File: src/rtl/cfcsv_pkg.sv
// Types, constants and the control store of the CAN frame CSV formatter.
package cfcsv_pkg;

  localparam int ID_W      = 29;
  localparam int STD_ID_W  = 11;
  localparam int DLC_W     = 4;
  localparam int NUM_BYTES = 8;
  localparam int TICKS_W   = 32;
  localparam int DEC_DIGS  = 10;
  localparam int BCD_W     = 4 * DEC_DIGS;
  localparam int CFG_IDX_W = 3;
  localparam int CFG_DAT_W = 29;
  localparam int STEP_W    = 4;
  localparam int CNT_W     = 4;

  // ASCII codes
  localparam logic [7:0] CH_ZERO  = 8'h30;
  localparam logic [7:0] CH_COMMA = 8'h2C;
  localparam logic [7:0] CH_CR    = 8'h0D;
  localparam logic [7:0] CH_LF    = 8'h0A;

  // Register indexes
  typedef enum logic [CFG_IDX_W-1:0] {
    REG_LOGGING_ENABLED = 3'd0,
    REG_LOG_STANDARD    = 3'd1,
    REG_LOG_EXTENDED    = 3'd2,
    REG_FILTER_MASK     = 3'd3,
    REG_FILTER_VALUE    = 3'd4,
    REG_TIMESTAMP_ON    = 3'd5
  } reg_idx_t;

  typedef struct packed {
    logic            logging_enabled;
    logic            log_standard;
    logic            log_extended;
    logic [ID_W-1:0] filter_mask;
    logic [ID_W-1:0] filter_value;
    logic            timestamp_on;
  } cfg_t;

  typedef struct packed {
    logic                          is_extended;
    logic [ID_W-1:0]               identifier;
    logic [DLC_W-1:0]              byte_count;
    logic [NUM_BYTES-1:0][7:0]     data;
    logic [TICKS_W-1:0]            time_ticks;
  } frame_t;

  // Datapath actions
  typedef enum logic [3:0] {
    OP_LOAD, OP_NOP, OP_DABBLE, OP_DEC, OP_HEX,
    OP_COMMA, OP_HI, OP_LO, OP_CR, OP_LF
  } op_t;

  // Jump conditions
  typedef enum logic [2:0] {
    C_NEXT, C_ALWAYS, C_DROP, C_NO_TS, C_CNT_NOT15, C_CNT_NOT0, C_BYTES_DONE
  } cond_t;

  // Loop counter actions; LOOP forms step while jumping, else load cnt_val
  typedef enum logic [2:0] {
    CNT_KEEP, CNT_SET, CNT_INC, CNT_LOOP_INC, CNT_LOOP_DEC
  } cnt_op_t;

  typedef struct packed {
    op_t              op;
    cond_t            cond;
    logic [STEP_W-1:0] target;
    cnt_op_t          cnt_op;
    logic [CNT_W-1:0] cnt_val;
  } cw_t;

  typedef struct packed {
    op_t              op;
    cnt_op_t          cnt_op;
    logic [CNT_W-1:0] cnt_val;
    logic             fire;
    logic             jump;
  } ctrl_t;

  typedef struct packed {
    logic drop;
    logic no_ts;
    logic cnt_not15;
    logic cnt_not0;
    logic bytes_done;
    logic out_space;
  } status_t;

  // Program step addresses
  localparam logic [STEP_W-1:0] ST_WAIT     = 4'd0;
  localparam logic [STEP_W-1:0] ST_FILTER   = 4'd1;
  localparam logic [STEP_W-1:0] ST_TS_CHK   = 4'd2;
  localparam logic [STEP_W-1:0] ST_DABBLE   = 4'd3;
  localparam logic [STEP_W-1:0] ST_DEC      = 4'd4;
  localparam logic [STEP_W-1:0] ST_TS_COMMA = 4'd5;
  localparam logic [STEP_W-1:0] ST_HEX_INIT = 4'd6;
  localparam logic [STEP_W-1:0] ST_HEX      = 4'd7;
  localparam logic [STEP_W-1:0] ST_BYTE_CHK = 4'd8;
  localparam logic [STEP_W-1:0] ST_B_COMMA  = 4'd9;
  localparam logic [STEP_W-1:0] ST_B_HI     = 4'd10;
  localparam logic [STEP_W-1:0] ST_B_LO     = 4'd11;
  localparam logic [STEP_W-1:0] ST_CR       = 4'd12;
  localparam logic [STEP_W-1:0] ST_LF       = 4'd13;

  localparam logic [CNT_W-1:0] DABBLE_LAST = 4'd15;
  localparam logic [CNT_W-1:0] DEC_TOP     = 4'(DEC_DIGS - 1);
  localparam logic [CNT_W-1:0] HEX_TOP     = 4'd7;
  localparam logic [CNT_W-1:0] CNT_ZERO    = 4'd0;

  function automatic cw_t mk(op_t op, cond_t cond, logic [STEP_W-1:0] target,
                             cnt_op_t cnt_op, logic [CNT_W-1:0] cnt_val);
    cw_t w;
    w.op      = op;
    w.cond    = cond;
    w.target  = target;
    w.cnt_op  = cnt_op;
    w.cnt_val = cnt_val;
    return w;
  endfunction

  // Control store: one control word per program step
  function automatic cw_t cw_rom(logic [STEP_W-1:0] pc);
    cw_t w;
    unique case (pc)
      ST_WAIT:     w = mk(OP_LOAD,   C_NEXT,       ST_WAIT,     CNT_SET,      CNT_ZERO);
      ST_FILTER:   w = mk(OP_NOP,    C_DROP,       ST_WAIT,     CNT_KEEP,     CNT_ZERO);
      ST_TS_CHK:   w = mk(OP_NOP,    C_NO_TS,      ST_HEX_INIT, CNT_SET,      CNT_ZERO);
      ST_DABBLE:   w = mk(OP_DABBLE, C_CNT_NOT15,  ST_DABBLE,   CNT_LOOP_INC, DEC_TOP);
      ST_DEC:      w = mk(OP_DEC,    C_CNT_NOT0,   ST_DEC,      CNT_LOOP_DEC, HEX_TOP);
      ST_TS_COMMA: w = mk(OP_COMMA,  C_ALWAYS,     ST_HEX,      CNT_KEEP,     CNT_ZERO);
      ST_HEX_INIT: w = mk(OP_NOP,    C_NEXT,       ST_WAIT,     CNT_SET,      HEX_TOP);
      ST_HEX:      w = mk(OP_HEX,    C_CNT_NOT0,   ST_HEX,      CNT_LOOP_DEC, CNT_ZERO);
      ST_BYTE_CHK: w = mk(OP_NOP,    C_BYTES_DONE, ST_CR,       CNT_KEEP,     CNT_ZERO);
      ST_B_COMMA:  w = mk(OP_COMMA,  C_NEXT,       ST_WAIT,     CNT_KEEP,     CNT_ZERO);
      ST_B_HI:     w = mk(OP_HI,     C_NEXT,       ST_WAIT,     CNT_KEEP,     CNT_ZERO);
      ST_B_LO:     w = mk(OP_LO,     C_ALWAYS,     ST_BYTE_CHK, CNT_INC,      CNT_ZERO);
      ST_CR:       w = mk(OP_CR,     C_NEXT,       ST_WAIT,     CNT_KEEP,     CNT_ZERO);
      ST_LF:       w = mk(OP_LF,     C_ALWAYS,     ST_WAIT,     CNT_KEEP,     CNT_ZERO);
      default:     w = mk(OP_NOP,    C_ALWAYS,     ST_WAIT,     CNT_KEEP,     CNT_ZERO);
    endcase
    return w;
  endfunction

  // Uppercase hex digit
  function automatic logic [7:0] hex_char(logic [3:0] d);
    logic [7:0] c;
    case (d)
      4'h0: c = 8'h30;  4'h1: c = 8'h31;  4'h2: c = 8'h32;  4'h3: c = 8'h33;
      4'h4: c = 8'h34;  4'h5: c = 8'h35;  4'h6: c = 8'h36;  4'h7: c = 8'h37;
      4'h8: c = 8'h38;  4'h9: c = 8'h39;  4'hA: c = 8'h41;  4'hB: c = 8'h42;
      4'hC: c = 8'h43;  4'hD: c = 8'h44;  4'hE: c = 8'h45;  default: c = 8'h46;
    endcase
    return c;
  endfunction

endpackage

File: src/rtl/cfcsv_ifs.sv
// Channel interfaces: frame input, text output and register write port.
interface cfcsv_frame_if;
  import cfcsv_pkg::*;
  logic                valid;
  logic                ready;
  logic                is_extended;
  logic [ID_W-1:0]     identifier;
  logic [DLC_W-1:0]    byte_count;
  logic [7:0]          data_byte0;
  logic [7:0]          data_byte1;
  logic [7:0]          data_byte2;
  logic [7:0]          data_byte3;
  logic [7:0]          data_byte4;
  logic [7:0]          data_byte5;
  logic [7:0]          data_byte6;
  logic [7:0]          data_byte7;
  logic [TICKS_W-1:0]  time_ticks;
  modport source (output valid, is_extended, identifier, byte_count, data_byte0,
                  data_byte1, data_byte2, data_byte3, data_byte4, data_byte5,
                  data_byte6, data_byte7, time_ticks, input ready);
  modport sink (input valid, is_extended, identifier, byte_count, data_byte0,
                data_byte1, data_byte2, data_byte3, data_byte4, data_byte5,
                data_byte6, data_byte7, time_ticks, output ready);
endinterface

interface cfcsv_text_if;
  logic       valid;
  logic       ready;
  logic [7:0] text_byte;
  logic       line_end;
  modport source (output valid, text_byte, line_end, input ready);
  modport sink (input valid, text_byte, line_end, output ready);
endinterface

interface cfcsv_cfg_if;
  import cfcsv_pkg::*;
  logic                 valid;
  logic                 ready;
  logic [CFG_IDX_W-1:0] index;
  logic [CFG_DAT_W-1:0] data;
  modport source (output valid, index, data, input ready);
  modport sink (input valid, index, data, output ready);
endinterface

File: src/rtl/can_frame_filter_csv_formatter_top.sv
// Top level of the CAN frame filter and CSV line formatter.
//
// frame (sink): one received CAN frame per word; ready is high only while the
//   block waits for a frame, so one frame is worked on at a time.
// text (source): one ASCII character per word; line_end marks the LF closing
//   a line. Dropped frames produce no words.
// cfg (sink): register writes, always ready; index selects the register,
//   unknown indexes are ignored. Write only while the block is idle.
// Steps: a dropped frame goes from the filter step back to the wait step. A
//   kept frame runs the wait, filter and timestamp check steps, then with the
//   timestamp on the binary-to-BCD conversion (2 bits per cycle), the 10
//   decimal digit positions and a comma, with it off a counter setup step
//   instead; then the 8 identifier hex digit positions, a comma and two hex
//   digits per data byte, and CR LF. Every digit position is visited, so the
//   running time does not depend on the values printed.
// Stalls: a full output register holds the sequencer on its emit step; no
//   character is lost or repeated.
// Reset: rst (synchronous) clears the step counter and output valid and loads
//   the register defaults (logging off, both frame kinds on, timestamp on).
module can_frame_filter_csv_formatter_top (
  input logic           clk,
  input logic           rst,
  cfcsv_frame_if.sink   frame,
  cfcsv_text_if.source  text,
  cfcsv_cfg_if.sink     cfg
);
  import cfcsv_pkg::*;

  cfg_t    cfg_regs;
  frame_t  frame_in;
  ctrl_t   ctrl;
  status_t status;

  // Register file
  assign cfg.ready = 1'b1;

  always_ff @(posedge clk) begin
    if (rst) begin
      cfg_regs.logging_enabled <= 1'b0;
      cfg_regs.log_standard    <= 1'b1;
      cfg_regs.log_extended    <= 1'b1;
      cfg_regs.filter_mask     <= '0;
      cfg_regs.filter_value    <= '0;
      cfg_regs.timestamp_on    <= 1'b1;
    end else if (cfg.valid) begin
      case (cfg.index)
        REG_LOGGING_ENABLED: cfg_regs.logging_enabled <= cfg.data[0];
        REG_LOG_STANDARD:    cfg_regs.log_standard    <= cfg.data[0];
        REG_LOG_EXTENDED:    cfg_regs.log_extended    <= cfg.data[0];
        REG_FILTER_MASK:     cfg_regs.filter_mask     <= cfg.data[ID_W-1:0];
        REG_FILTER_VALUE:    cfg_regs.filter_value    <= cfg.data[ID_W-1:0];
        REG_TIMESTAMP_ON:    cfg_regs.timestamp_on    <= cfg.data[0];
        default: ;
      endcase
    end
  end

  // Frame fields into one bundle
  assign frame_in.is_extended = frame.is_extended;
  assign frame_in.identifier  = frame.identifier;
  assign frame_in.byte_count  = frame.byte_count;
  assign frame_in.data[0]     = frame.data_byte0;
  assign frame_in.data[1]     = frame.data_byte1;
  assign frame_in.data[2]     = frame.data_byte2;
  assign frame_in.data[3]     = frame.data_byte3;
  assign frame_in.data[4]     = frame.data_byte4;
  assign frame_in.data[5]     = frame.data_byte5;
  assign frame_in.data[6]     = frame.data_byte6;
  assign frame_in.data[7]     = frame.data_byte7;
  assign frame_in.time_ticks  = frame.time_ticks;

  cfcsv_seq u_seq (
    .clk      (clk),
    .rst      (rst),
    .in_valid (frame.valid),
    .status   (status),
    .in_ready (frame.ready),
    .ctrl     (ctrl)
  );

  cfcsv_dp u_dp (
    .clk       (clk),
    .rst       (rst),
    .cfg       (cfg_regs),
    .frame     (frame_in),
    .ctrl      (ctrl),
    .out_ready (text.ready),
    .status    (status),
    .out_valid (text.valid),
    .out_byte  (text.text_byte),
    .out_last  (text.line_end)
  );

endmodule

File: src/rtl/cfcsv_seq.sv
// Microcode sequencer: step counter, control store read and jump logic.
module cfcsv_seq (
  input  logic              clk,
  input  logic              rst,
  input  logic              in_valid,
  input  cfcsv_pkg::status_t status,
  output logic              in_ready,
  output cfcsv_pkg::ctrl_t  ctrl
);
  import cfcsv_pkg::*;

  logic [STEP_W-1:0] pc;
  logic [STEP_W-1:0] pc_next;
  cw_t               cw;
  logic              fire;
  logic              jump;

  assign cw = cw_rom(pc);

  // A step fires once its input or output side can move; internal steps always fire
  always_comb begin
    unique case (cw.op) inside
      OP_LOAD:           fire = in_valid;
      OP_NOP, OP_DABBLE: fire = 1'b1;
      default:           fire = status.out_space;
    endcase
  end

  // Jump condition decode
  always_comb begin
    unique case (cw.cond)
      C_NEXT:       jump = 1'b0;
      C_ALWAYS:     jump = 1'b1;
      C_DROP:       jump = status.drop;
      C_NO_TS:      jump = status.no_ts;
      C_CNT_NOT15:  jump = status.cnt_not15;
      C_CNT_NOT0:   jump = status.cnt_not0;
      C_BYTES_DONE: jump = status.bytes_done;
      default:      jump = 1'b0;
    endcase
  end

  always_comb begin
    pc_next = pc;
    if (fire) begin
      pc_next = jump ? cw.target : pc + 1'b1;
    end
  end

  always_ff @(posedge clk) begin
    if (rst) begin
      pc <= ST_WAIT;
    end else begin
      pc <= pc_next;
    end
  end

  assign in_ready     = (cw.op == OP_LOAD);
  assign ctrl.op      = cw.op;
  assign ctrl.cnt_op  = cw.cnt_op;
  assign ctrl.cnt_val = cw.cnt_val;
  assign ctrl.fire    = fire;
  assign ctrl.jump    = jump;

endmodule

File: src/rtl/cfcsv_dp.sv
// Datapath: frame registers, BCD converter, loop counter and output word register.
module cfcsv_dp (
  input  logic              clk,
  input  logic              rst,
  input  cfcsv_pkg::cfg_t   cfg,
  input  cfcsv_pkg::frame_t frame,
  input  cfcsv_pkg::ctrl_t  ctrl,
  input  logic              out_ready,
  output cfcsv_pkg::status_t status,
  output logic              out_valid,
  output logic [7:0]        out_byte,
  output logic              out_last
);
  import cfcsv_pkg::*;

  logic                      ext;
  logic [ID_W-1:0]           id_eff;
  logic [DLC_W-1:0]          cnt_sat;
  logic [NUM_BYTES-1:0][7:0] data;
  logic [TICKS_W-1:0]        tick_sr;
  logic [BCD_W-1:0]          bcd;
  logic [BCD_W-1:0]          bcd_next;
  logic [CNT_W-1:0]          cnt;
  logic                      started;
  logic [31:0]               id32;
  logic [3:0]                dec_digit;
  logic [3:0]                hex_digit;
  logic [7:0]                cur_byte;
  logic                      digit_op;
  logic                      emit_en;
  logic [7:0]                emit_char;
  logic                      out_space;

  // One double-dabble bit: adjust each digit, then shift in a bit
  function automatic logic [BCD_W-1:0] dabble(logic [BCD_W-1:0] v, logic b);
    logic [BCD_W-1:0] a;
    a = v;
    for (int i = 0; i < DEC_DIGS; i++) begin
      if (a[4*i +: 4] >= 4'd5) begin
        a[4*i +: 4] = a[4*i +: 4] + 4'd3;
      end
    end
    return {a[BCD_W-2:0], b};
  endfunction

  // Two ticks bits per cycle
  assign bcd_next = dabble(dabble(bcd, tick_sr[TICKS_W-1]), tick_sr[TICKS_W-2]);

  assign id32      = {{(32-ID_W){1'b0}}, id_eff};
  assign dec_digit = bcd[{cnt, 2'b00} +: 4];
  assign hex_digit = id32[{cnt[2:0], 2'b00} +: 4];
  assign cur_byte  = data[cnt[2:0]];
  assign digit_op  = (ctrl.op == OP_DEC) || (ctrl.op == OP_HEX);
  assign out_space = !out_valid || out_ready;

  // Character select; leading zero digits are skipped
  always_comb begin
    emit_en   = 1'b1;
    emit_char = CH_ZERO;
    case (ctrl.op)
      OP_DEC: begin
        emit_char = CH_ZERO + {4'd0, dec_digit};
        emit_en   = (dec_digit != 4'd0) || started || (cnt == CNT_ZERO);
      end
      OP_HEX: begin
        emit_char = hex_char(hex_digit);
        emit_en   = (hex_digit != 4'd0) || started || (cnt == CNT_ZERO);
      end
      OP_COMMA: emit_char = CH_COMMA;
      OP_HI:    emit_char = hex_char(cur_byte[7:4]);
      OP_LO:    emit_char = hex_char(cur_byte[3:0]);
      OP_CR:    emit_char = CH_CR;
      OP_LF:    emit_char = CH_LF;
      default:  emit_en   = 1'b0;
    endcase
  end

  // Frame capture and BCD conversion
  always_ff @(posedge clk) begin
    if (ctrl.fire && ctrl.op == OP_LOAD) begin
      ext     <= frame.is_extended;
      id_eff  <= frame.is_extended ? frame.identifier
                                   : {{(ID_W-STD_ID_W){1'b0}}, frame.identifier[STD_ID_W-1:0]};
      cnt_sat <= (frame.byte_count > DLC_W'(NUM_BYTES)) ? DLC_W'(NUM_BYTES)
                                                         : frame.byte_count;
      data    <= frame.data;
      tick_sr <= frame.time_ticks;
      bcd     <= '0;
    end else if (ctrl.fire && ctrl.op == OP_DABBLE) begin
      bcd     <= bcd_next;
      tick_sr <= {tick_sr[TICKS_W-3:0], 2'b00};
    end
  end

  // Loop counter and leading-zero flag
  always_ff @(posedge clk) begin
    if (rst) begin
      cnt     <= CNT_ZERO;
      started <= 1'b0;
    end else if (ctrl.fire) begin
      started <= digit_op ? (started || emit_en) : 1'b0;
      case (ctrl.cnt_op)
        CNT_SET:      cnt <= ctrl.cnt_val;
        CNT_INC:      cnt <= cnt + 1'b1;
        CNT_LOOP_INC: cnt <= ctrl.jump ? cnt + 1'b1 : ctrl.cnt_val;
        CNT_LOOP_DEC: cnt <= ctrl.jump ? cnt - 1'b1 : ctrl.cnt_val;
        default:      cnt <= cnt;
      endcase
    end
  end

  // Output word register
  always_ff @(posedge clk) begin
    if (rst) begin
      out_valid <= 1'b0;
    end else if (ctrl.fire && emit_en) begin
      out_valid <= 1'b1;
    end else if (out_ready) begin
      out_valid <= 1'b0;
    end
  end

  always_ff @(posedge clk) begin
    if (ctrl.fire && emit_en) begin
      out_byte <= emit_char;
      out_last <= (ctrl.op == OP_LF);
    end
  end

  // Status back to the sequencer
  assign status.drop = !cfg.logging_enabled
                    || (ext ? !cfg.log_extended : !cfg.log_standard)
                    || (((id_eff ^ cfg.filter_value) & cfg.filter_mask) != '0);
  assign status.no_ts      = !cfg.timestamp_on;
  assign status.cnt_not15  = (cnt != DABBLE_LAST);
  assign status.cnt_not0   = (cnt != CNT_ZERO);
  assign status.bytes_done = (cnt == cnt_sat);
  assign status.out_space  = out_space;

endmodule

File: src/flat_wrapper.sv
// flat-port wrapper written by rule: the top's interface ports become plain ports
module can_frame_filter_csv_formatter_top_flat import cfcsv_pkg::*;
  (clk, rst, frame_valid, frame_is_extended, frame_identifier, frame_byte_count, frame_data_byte0, frame_data_byte1, frame_data_byte2, frame_data_byte3, frame_data_byte4, frame_data_byte5, frame_data_byte6, frame_data_byte7, frame_time_ticks, frame_ready, text_valid, text_text_byte, text_line_end, text_ready, cfg_valid, cfg_index, cfg_data, cfg_ready);
  cfcsv_frame_if frame_i ();
  cfcsv_text_if text_i ();
  cfcsv_cfg_if cfg_i ();
  input logic clk;
  input logic rst;
  input wire logic [$bits(frame_i.valid)-1:0] frame_valid;
  input wire logic [$bits(frame_i.is_extended)-1:0] frame_is_extended;
  input wire logic [$bits(frame_i.identifier)-1:0] frame_identifier;
  input wire logic [$bits(frame_i.byte_count)-1:0] frame_byte_count;
  input wire logic [$bits(frame_i.data_byte0)-1:0] frame_data_byte0;
  input wire logic [$bits(frame_i.data_byte1)-1:0] frame_data_byte1;
  input wire logic [$bits(frame_i.data_byte2)-1:0] frame_data_byte2;
  input wire logic [$bits(frame_i.data_byte3)-1:0] frame_data_byte3;
  input wire logic [$bits(frame_i.data_byte4)-1:0] frame_data_byte4;
  input wire logic [$bits(frame_i.data_byte5)-1:0] frame_data_byte5;
  input wire logic [$bits(frame_i.data_byte6)-1:0] frame_data_byte6;
  input wire logic [$bits(frame_i.data_byte7)-1:0] frame_data_byte7;
  input wire logic [$bits(frame_i.time_ticks)-1:0] frame_time_ticks;
  output wire logic [$bits(frame_i.ready)-1:0] frame_ready;
  output wire logic [$bits(text_i.valid)-1:0] text_valid;
  output wire logic [$bits(text_i.text_byte)-1:0] text_text_byte;
  output wire logic [$bits(text_i.line_end)-1:0] text_line_end;
  input wire logic [$bits(text_i.ready)-1:0] text_ready;
  input wire logic [$bits(cfg_i.valid)-1:0] cfg_valid;
  input wire logic [$bits(cfg_i.index)-1:0] cfg_index;
  input wire logic [$bits(cfg_i.data)-1:0] cfg_data;
  output wire logic [$bits(cfg_i.ready)-1:0] cfg_ready;
  assign frame_i.valid = frame_valid;
  assign frame_i.is_extended = frame_is_extended;
  assign frame_i.identifier = frame_identifier;
  assign frame_i.byte_count = frame_byte_count;
  assign frame_i.data_byte0 = frame_data_byte0;
  assign frame_i.data_byte1 = frame_data_byte1;
  assign frame_i.data_byte2 = frame_data_byte2;
  assign frame_i.data_byte3 = frame_data_byte3;
  assign frame_i.data_byte4 = frame_data_byte4;
  assign frame_i.data_byte5 = frame_data_byte5;
  assign frame_i.data_byte6 = frame_data_byte6;
  assign frame_i.data_byte7 = frame_data_byte7;
  assign frame_i.time_ticks = frame_time_ticks;
  assign frame_ready = frame_i.ready;
  assign text_valid = text_i.valid;
  assign text_text_byte = text_i.text_byte;
  assign text_line_end = text_i.line_end;
  assign text_i.ready = text_ready;
  assign cfg_i.valid = cfg_valid;
  assign cfg_i.index = cfg_index;
  assign cfg_i.data = cfg_data;
  assign cfg_ready = cfg_i.ready;
  can_frame_filter_csv_formatter_top u_core (.clk(clk), .rst(rst), .frame(frame_i), .text(text_i), .cfg(cfg_i));
endmodule
File: config.mk
export PLATFORM = sky130hd
export DESIGN_NAME = can_frame_filter_csv_formatter_top_flat
export DESIGN_NICKNAME = d
export VERILOG_FILES = /design/src/rtl/cfcsv_pkg.sv /design/src/rtl/cfcsv_ifs.sv /design/src/rtl/can_frame_filter_csv_formatter_top.sv /design/src/rtl/cfcsv_seq.sv /design/src/rtl/cfcsv_dp.sv /design/src/flat_wrapper.sv
export SDC_FILE = /design/constraint.sdc
export NUM_CORES = 1
export LEC_CHECK = 0
export BUFFER_PORTS_ARGS = -buffer_cell sky130_fd_sc_hd__buf_4
export CAP_MARGIN = 30
export CORE_UTILIZATION = 50
export DETAILED_ROUTE_END_ITERATION = 12
export GPL_TIMING_DRIVEN = 0
export PLACE_DENSITY = 0.71
export SLEW_MARGIN = 20
export SYNTH_ARGS = -nofsm -noshare
export SYNTH_HDL_FRONTEND = slang
export SYNTH_SLANG_ARGS = --single-unit
File: constraint.sdc
create_clock -name clk -period 6.7 [get_ports clk]
set_clock_uncertainty 0.05 [all_clocks]
set_input_delay 1.005 -clock clk [delete_from_list [all_inputs] [get_ports clk]]
set_output_delay 1.005 -clock clk [all_outputs]
set_load 0.05 [all_outputs]
==> run summary, run 1 <==
Uppermost layer routed - met4
PD cells - 406 nW/um^2
Synthesis-to-layout area growth - 20.9%
Die Area - 28100 sq um
Gate Count Post-Synth - 1307
Site Rows - 60
Met2 WL post-DR - 16500 microns
First-pass GRT wire length - 54100 microns
Pin count of the biggest net entering global routing - 60
Core Footprint - 27000 sq um
Worst setup SP type - flop
Share of cells above drive strength 1 - 22.3%
Fraction of registers with async set/reset - 0%
Slew headroom - 39.7%
Final Instance Count excl. Fillers - 1881
Inst Count DP - 1825
Clock Path Buffers - 3
Clock Pin Slew Worst Setup and Hold Paths - 0.06 ns
Clk_lat worst skew - 0.58 ns
DRT Pass-1 Iters - 5
Setup crit end kind - flop
Fill cells - 2206
Resize count post-CTS - 0
Die Ht - 168 microns
Largest stage delay, worst path - 0.44 ns
Critical path, cell by cell - buf_4, buf_2, inv_1, ha_1, nand4bb_1, a32oi_1, o21ai_1, inv_1, o21ai_4, nand3_1, a31oi_2, inv_1, ha_1, inv_1, nor3_1, a2111o_1, o211ai_1
Crit path DAT - 4.63 ns
Total of warnings raised by yosys - 0
IO Count - 179
Final HPWL from detailed placement - 24700 microns
Met3 routed WL - 1710 microns
Final Hold Fails - 0
Net Count, Synth - 1531
Port Buf Inserts - 175
Tcrit/Tclk final - 62.7%
Required time of the critical path - 7.13 ns
HP Class - flop to flop
Post-Place Cell Area - 15500 sq um
Leak - 6.51 nW
Post-Syn Area - 13700 sq um
Final GP Congestion - 0.893
Avg WL per Cell - 18.1 microns
DR vias/cell - 5.61
Via count - 10.5k
Util after Layout - 61.5%
Total congestion overflow - 0
TritonCTS clock tree - yes
Outcome - complete, no violations
Syn avg cell area - 10.5 sq um
Delay-heaviest family, CP - compound AO/OA/AOI/OAI gates
H-Tree Depth - 1
CTS Buf Count - 30
Seq cells post-synth - 267
IR Drop Worst-Case VDD - 0.252 mV
Pre-CTS setup slack - 2.45 ns
1st-iter DRT viols - 799
Buffers & Inverters on Critical Path - 6
Tot GR Track Use - 24.2%
Post-Route WL - 34000 microns
Most frequent CP cell - inv_1
Setup bufs post-CTS - 0
Slowest cell on crit path - dfxtp_1
Root buf cell - clkbuf_16
Post-synthesis sequential area ratio - 49.1%
Setup ws final - 2.50 ns
Starting Density - 50.8%
Maxcap violations - 0
Crit Path Class - flop to flop
Die W - 168 microns
RSZ-0062 raised after global routing - no
M1 WL - 14700 microns
Post-synth EDFFs - 138
Crit path time final - 4.20 ns
DRC viols - 0
Diode count - 0
Worst slew pin tran - 0.903 ns
Slew Limit Fails - 0
Synth Flop Type - edfxtp_1
Final non-filler cell area - 16600 sq um
Fin nets - 1740
FMAX - 0.238 GHz
Netlist cell types - 76
Antenna-violating nets left - 0
Largest fanout on the critical path - 10
Setup TNS - 0 ns
Initial antenna violation count - 0
Vias in the first global route - 10.4k
Final setup viols - 0
Clk sink count - 267
Cts hold-fix bufs - 0
## cell usage after synthesis (all sizes together), types with 3 or more instances
library cell	count	area (sq um)
nand2	176	661
edfxtp	138	4140
a21oi	130	651
dfxtp	129	2580
inv	77	289
o21ai	64	332
nor2	60	225
ha	57	713
mux2	54	608
clkbuf	39	146
mux2i	31	310
mux4	30	676
xor2	30	263
and2	27	169
xnor2	24	210
nor3b	23	173
buf	19	101
nand2b	17	106
a22oi	16	120
nand3	15	80.1
nor3	15	75.1
o22ai	15	100
a211oi	12	95.1
nor2b	11	68.8
o21a	9	67.6
a31oi	8	56.3
and3	7	48.8
nand4	6	37.5
o211ai	6	50.1
a221o	5	50.1
a22o	4	35.0
o31a	4	35.0
or2	4	25.0
or3	3	18.8
## state kept, by name, indices dropped and copies added (netlist names)
register,count
u_core.u_seq.pc,4
u_core.u_dp.out_last,1
u_core.u_dp.started,1
u_core.u_dp.cnt,4
u_core.u_dp.out_valid,1
u_core.u_dp.out_byte,7
u_core.cfg_regs,62
u_core.u_seq.cw,17
u_core.u_dp.data,64
u_core.u_dp.bcd,40
u_core.u_dp.cnt_sat,4
u_core.u_dp.ext,1
u_core.u_dp.id_eff,29
u_core.u_dp.tick_sr,32
## cells by family after synthesis
logic type / count (synthesis) / synth area share (%)
AND/OR/NAND/NOR: 374 / 13.0
flip-flops: 267 / 49.1
adder cells (fa/ha/maj): 57 / 5.21
buffers and inverters: 136 / 3.95
multiplexers: 115 / 11.6
XOR/XNOR: 54 / 3.45
AO/OA/AOI/OAI: 302 / 13.6
other: 2 / 0.0548
## worst min-delay path: stages (launching register included)
cell	delay, ns
dfxtp_1	0.31
nand2_1	0.05
a21oi_1	0.05
## report_power, final
group	internal [mW]	leakage, nW	switching [mW]
clock	1.05	0.534	0.692
combinational	1.04	3.63	1.51
sequential	2.22	2.35	0.222
total	4.31	6.51	2.42
## through the flow
| step | power, mW | hold WS [ns] |
|---|---|---|
| 6_report | 6.73 | 0.408 |
| 3_5_place_dp | 5.00 | 0.398 |
| 2_1_floorplan | 4.28 | 0.375 |
| 4_1_cts | 6.76 | 0.407 |
| 5_1_grt | 7.12 | 0.430 |
| 3_3_place_gp | 4.92 | 0.388 |
## per-layer routing
layer | up-vias | track usage, %
li1 | 5117 | -
met1 | 5046 | 32.1
met2 | 310 | 40.8
met3 | 74 | 3.29
met4 | 0 | 8.30
met5 | - | 0
## cell type report
| class | count | area [sq um] | share of cell area [%] |
|---|---|---|---|
| Sequential cell | 267 | 6730 | 40.6 |
| Multi-Input combinational cell | 904 | 6430 | 38.8 |
| Buffer | 58 | 251 | 1.52 |
| Timing Repair Buffer | 177 | 1370 | 8.26 |
| Inverter | 78 | 293 | 1.77 |
| Clock inverter | 21 | 239 | 1.44 |
| Tap cell | 341 | 427 | 2.57 |
| Clock buffer | 35 | 832 | 5.02 |
## placed cells by master, fill, tap and decap left out, types with 4 or more instances in the layout
cell type and count:
o21a_1 9, or2_2 4, xor2_1 30, nand2_1 176, buf_1 6, inv_1 76
o21ai_0 60, a31oi_1 7, mux2_2 54, nor2b_1 11, o211ai_1 5, bufinv_16 4
clkinv_1 5, nor2_1 60, a221o_1 5, clkbuf_16 32, dfxtp_1 129, clkbuf_1 39
xnor2_1 24, clkinv_2 7, and2_1 26, a21oi_1 130, a22oi_1 16, nor3_1 15
mux4_2 30, buf_2 9, a22o_1 4, and3_1 6, nor3b_1 23, o31a_1 4
o22ai_1 14, mux2i_1 31, a211oi_1 11, nand4_1 6, nand2b_1 17, nand3_1 14
ha_1 57, edfxtp_1 138, buf_4 178
## path summary, 6_finish.rpt
path | start | endpoint | cells after the start | slack [ns]
hold reg to reg | u_core.cfg_regs[32] | u_core.cfg_regs[32] | 2 | 0.41
hold / removal | u_core.cfg_regs[32] | u_core.cfg_regs[32] | 2 | 0.41
setup reg to reg | u_core.u_dp.cnt[0] | u_core.u_seq.cw[14] | 17 | 2.50
setup / recovery | u_core.u_dp.cnt[0] | u_core.u_seq.cw[14] | 17 | 2.50
Note: power is estimated with default switching activity, not from simulation.
==> run 2: changes to the inputs <==
--- a/config.mk
+++ b/config.mk
@@ -5,12 +5,13 @@
 export SDC_FILE = /design/constraint.sdc
 export NUM_CORES = 1
 export LEC_CHECK = 0
+export ABC_AREA = 1
 export BUFFER_PORTS_ARGS = -buffer_cell sky130_fd_sc_hd__buf_4
 export CAP_MARGIN = 30
 export CORE_UTILIZATION = 50
 export DETAILED_ROUTE_END_ITERATION = 12
 export GPL_TIMING_DRIVEN = 0
-export PLACE_DENSITY = 0.71
+export PLACE_DENSITY = 0.7
 export SLEW_MARGIN = 20
 export SYNTH_ARGS = -nofsm -noshare
 export SYNTH_HDL_FRONTEND = slang
==> constraint.sdc (replaced) <==
create_clock -name clk -period 4.3 [get_ports clk]
set_clock_uncertainty 0.05 [all_clocks]
set_input_delay 0.645 -clock clk [delete_from_list [all_inputs] [get_ports clk]]
set_output_delay 0.645 -clock clk [all_outputs]
set_load 0.05 [all_outputs]
==> run 2 against run 1 <==
  * Synthesized area up 2.2%
  * Power up 47%
  * Worst setup slack worse by 1.8 ns
  * Critical endpoint unchanged
  * Hold slack worse by 0.20 ns
  * First-iteration DRC count up 35%
  * Register-to-register slack worse by 1.8 ns
  * Combinational power up 48%
  * Sequential power up 51%
  * Design area up 1.1%
  * Sequential share of layout area down 0.44 points
  * Largest cell class unchanged
  * Clock-buffer cell count up 9
  * Highest routed layer unchanged
  * Largest power group unchanged
==> run summary, run 2 <==
Area contributors post-synth - edfxtp_1 30%, dfxtp_1 18%, nand2_1 11% (was edfxtp_1 30%, dfxtp_1 19%, ha_1 5.2%)
GR peak layer - met2 (unchanged)
Routing usage on met3 - 3.43% (was 3.29%)
Clock Pin Slew Worst Setup and Hold Paths - 0.06 ns (about the same)
Fraction of registers with async set/reset - 0% (unchanged)
HP Class - input pin to flop (was flop to flop)
Multiplexer share of the synthesized area - 0% (was 11.6%)
Synth area leader - edfxtp_1 (unchanged)
Die Ht - 169 microns (was 168 microns)
1st-iter DRT viols - 1076 (was 799)
Netlist cell types - 52 (was 76)
Seq cells post-synth - 267 (unchanged)
NetSw - 3.88 mW (was 2.42 mW)
Final Instance Count excl. Fillers - 2335 (was 1881)
Clock Path Buffers - 3 (unchanged)
Complex-gate fraction of the synthesized area - 15.4% (was 13.6%)
Post-Syn Area - 14000 sq um (was 13700 sq um)
Gate Count Post-Synth - 1733 (was 1307)
Die Area - 28700 sq um (was 28100 sq um)
Outcome - complete, no violations (unchanged)
Final Hold Fails - 0 (unchanged)
Crit path time final - 3.60 ns (was 4.20 ns)
Starting Density - 51.4% (was 50.8%)
Largest family of logic cells by synthesized area - simple AND/OR/NAND/NOR gates (was compound AO/OA/AOI/OAI gates)
Net Count, Synth - 1957 (was 1531)
Inst Count DP - 2281 (was 1825)
Worst slew pin tran - 0.967 ns (was 0.903 ns)
Total of warnings raised by yosys - 0 (unchanged)
Tcrit/Tclk final - 83.7% (was 62.7%)
Final GP Congestion - 0.924 (was 0.893)
Via count - 12.3k (was 10.5k)
Met1 Use GR - 33.5% (was 32.1%)
DRC viols - 0 (unchanged)
Share of cells above drive strength 1 - 15.5% (was 22.3%)
Clk_lat worst skew - 0.56 ns (was 0.58 ns)
Top cell type's share of synthesized area - 29.6% (was 30.2%)
Site Rows - 60 (unchanged)
Leak - 7.55 nW (was 6.51 nW)
Worst setup SP type - flop (unchanged)
Initial antenna violation count - 0 (unchanged)
Largest register FFs - 64 (unchanged)
Largest fanout on the critical path - 10 (unchanged)
Commonest non-fill, non-tap cell in the layout - nand2_1 (was buf_4)
Commonest non-fill, non-tap cells in the layout - 398 x nand2_1, 239 x inv_1, 181 x buf_4, 166 x o21ai_0, 164 x nor2_1 (was 178 x buf_4, 176 x nand2_1, 138 x edfxtp_1, 130 x a21oi_1, 129 x dfxtp_1)
Vias in the first global route - 11.8k (was 10.4k)
DR vias/cell - 5.28 (was 5.61)
Total Power - 9.91 mW (was 6.73 mW)
Setup bufs post-CTS - 0 (unchanged)
Synth Flop Type - edfxtp_1 (unchanged)
Pre-CTS setup slack - 0.743 ns (was 2.45 ns)
IR Drop Worst-Case VDD - 0.282 mV (was 0.252 mV)
CTS Buf Count - 29 (was 30)
Crit Path Class - flop to flop (unchanged)
Synthesis-to-layout area growth - 19.6% (was 20.9%)
Total internal power - 6.03 mW (was 4.31 mW)
Met2 Usage GRT - 47.1% (was 40.8%)
Root buf cell - clkbuf_16 (unchanged)
Combinational share of power - 38.2% (was 37.9%)
Fin nets - 2164 (was 1740)
Post-synth top cells - 398 x nand2_1, 239 x inv_1, 166 x o21ai_0, 164 x nor2_1, 138 x edfxtp_1 (was 176 x nand2_1, 138 x edfxtp_1, 130 x a21oi_1, 129 x dfxtp_1, 76 x inv_1)
Clock share of power - 24.8% (was 25.8%)
Avg WL per Cell - 16.2 microns (was 18.1 microns)
TritonCTS clock tree - yes (unchanged)
Clk sink count - 267 (unchanged)
Syn avg cell area - 8.08 sq um (was 10.5 sq um)
Post-synthesis sequential area ratio - 48.0% (was 49.1%)
Die W - 169 microns (was 168 microns)
Setup crit end kind - flop (unchanged)
Slew Limit Fails - 0 (unchanged)
First-pass GRT wire length - 59800 microns (was 54100 microns)
Seq pwr share - 37.1% (was 36.3%)
Most flops, register - u_core.u_dp.data (unchanged)
Setup ws final - 0.703 ns (was 2.50 ns)
Tot GR Track Use - 26.6% (was 24.2%)
Fill cells - 2423 (was 2206)
Post-Route WL - 37800 microns (was 34000 microns)
Biggest regs - u_core.u_dp.data x64, u_core.cfg_regs x62, u_core.u_dp.bcd x40 (unchanged)
PD cells - 592 nW/um^2 (was 406 nW/um^2)
Resize count post-CTS - 0 (unchanged)
Final setup viols - 0 (unchanged)
IO Count - 179 (unchanged)
Post-synthesis xor/xnor area fraction - 2.13% (was 3.45%)
Slew headroom - 35.5% (was 39.7%)
Required time of the critical path - 4.69 ns (was 7.13 ns)
Sw frac - 39.2% (was 36.0%)
H-Tree Depth - 1 (unchanged)
Crit path DAT - 3.99 ns (was 4.63 ns)
Diode count - 0 (unchanged)
Maxcap violations - 0 (unchanged)
Final HPWL from detailed placement - 28400 microns (was 24700 microns)
Post-synth EDFFs - 138 (unchanged)
Adder-cell area share of the yosys netlist - 5.09% (was 5.21%)
RSZ-0062 raised after global routing - no (unchanged)
Cts hold-fix bufs - 0 (unchanged)
Core Footprint - 27300 sq um (was 27000 sq um)
Simple-Gate Fraction of Synth Area - 20.3% (was 13.0%)
Total congestion overflow - 0 (unchanged)
Antenna-violating nets left - 0 (unchanged)
FMAX - 0.278 GHz (was 0.238 GHz)
Port Buf Inserts - 175 (unchanged)
Setup TNS - 0 ns (unchanged)
DRT Pass-1 Iters - 6 (was 5)
Pin count of the biggest net entering global routing - 95 (was 60)
Count leader, synth - nand2_1 (unchanged)
## run 2: metal layers
| layer | routed length (microns) | part of all wire [%] |
|---|---|---|
| met1 | 15800 | 42 |
| met2 | 18600 | 49 |
| met3 | 2140 | 5.7 |
| met4 | 1360 | 3.6 |
| met5 | 0 | 0 |
## run 2: worst max-delay path, cell delays in order (launching register included)
cell,delay (ns)
dfxtp_1,0.40
inv_2,0.21
buf_4,0.23
buf_2,0.28
ha_1,0.20
nand2_1,0.07
nor2_1,0.22
a21oi_1,0.14
a21oi_4,0.18
nand2_2,0.09
buf_6,0.15
nand2_1,0.07
nand3_2,0.09
a21oi_4,0.29
inv_1,0.13
ha_1,0.32
inv_1,0.07
nand2_2,0.08
nand2_1,0.05
nand2_1,0.05
nand2_1,0.08
## run 2: final timing paths
check                 startpoint              endpoint  slack (ns)  depth (start not counted)
min reg2reg  u_core.u_dp.started   u_core.u_dp.started        0.42                          2
max           u_core.u_dp.cnt[0]   u_core.u_seq.cw[14]        0.70                         20
min          frame_data_byte7[4]  u_core.u_dp.data[60]        0.21                          1
max reg2reg   u_core.u_dp.cnt[0]   u_core.u_seq.cw[14]        0.70                         20
## run 2: cells by family after synthesis
| logic type | count (synthesis) |
|---|---|
| adders and majority gates | 57 |
| xor gates and xnor gates | 34 |
| DFF | 267 |
| AOI/OAI and AO/OA | 372 |
| buffers and inverters | 313 |
| other | 2 |
| and+or+nand+nor | 688 |
## run 2: final cells by class
cell class	count	area [sq um]	share of cell area (%)
inverter	254	958	5.72
clock buffer	44	812	4.85
timing repair buffer	176	1340	8.01
buffer	59	312	1.86
tap	372	465	2.78
multi-input combinational	1153	6020	35.9
clock inverter	10	116	0.695
sequential	267	6730	40.1
## run 2: metrics by stage
step / util (%) / cell area [sq um] / hold WS, ns
floorplan: - / 14000 / 0.387
CTS: 61.5 / 16800 / 0.184
global route: 61.5 / 16800 / 0.188
global placement: 57.9 / 15800 / 0.401
detailed placement: 58.1 / 15800 / 0.404
finish: 61.5 / 16800 / 0.206
## run 2: power groups by stage
stage          Sequential, mW  Clock [mW]  Combinational (mW)
3_5_place_dp             3.72           0                3.75
2_1_floorplan            3.72           0                2.63
3_3_place_gp             3.73           0                3.63
6_report                 3.68        2.45                3.78
4_1_cts                  3.67        2.48                3.77
5_1_grt                  3.73        2.58                4.26
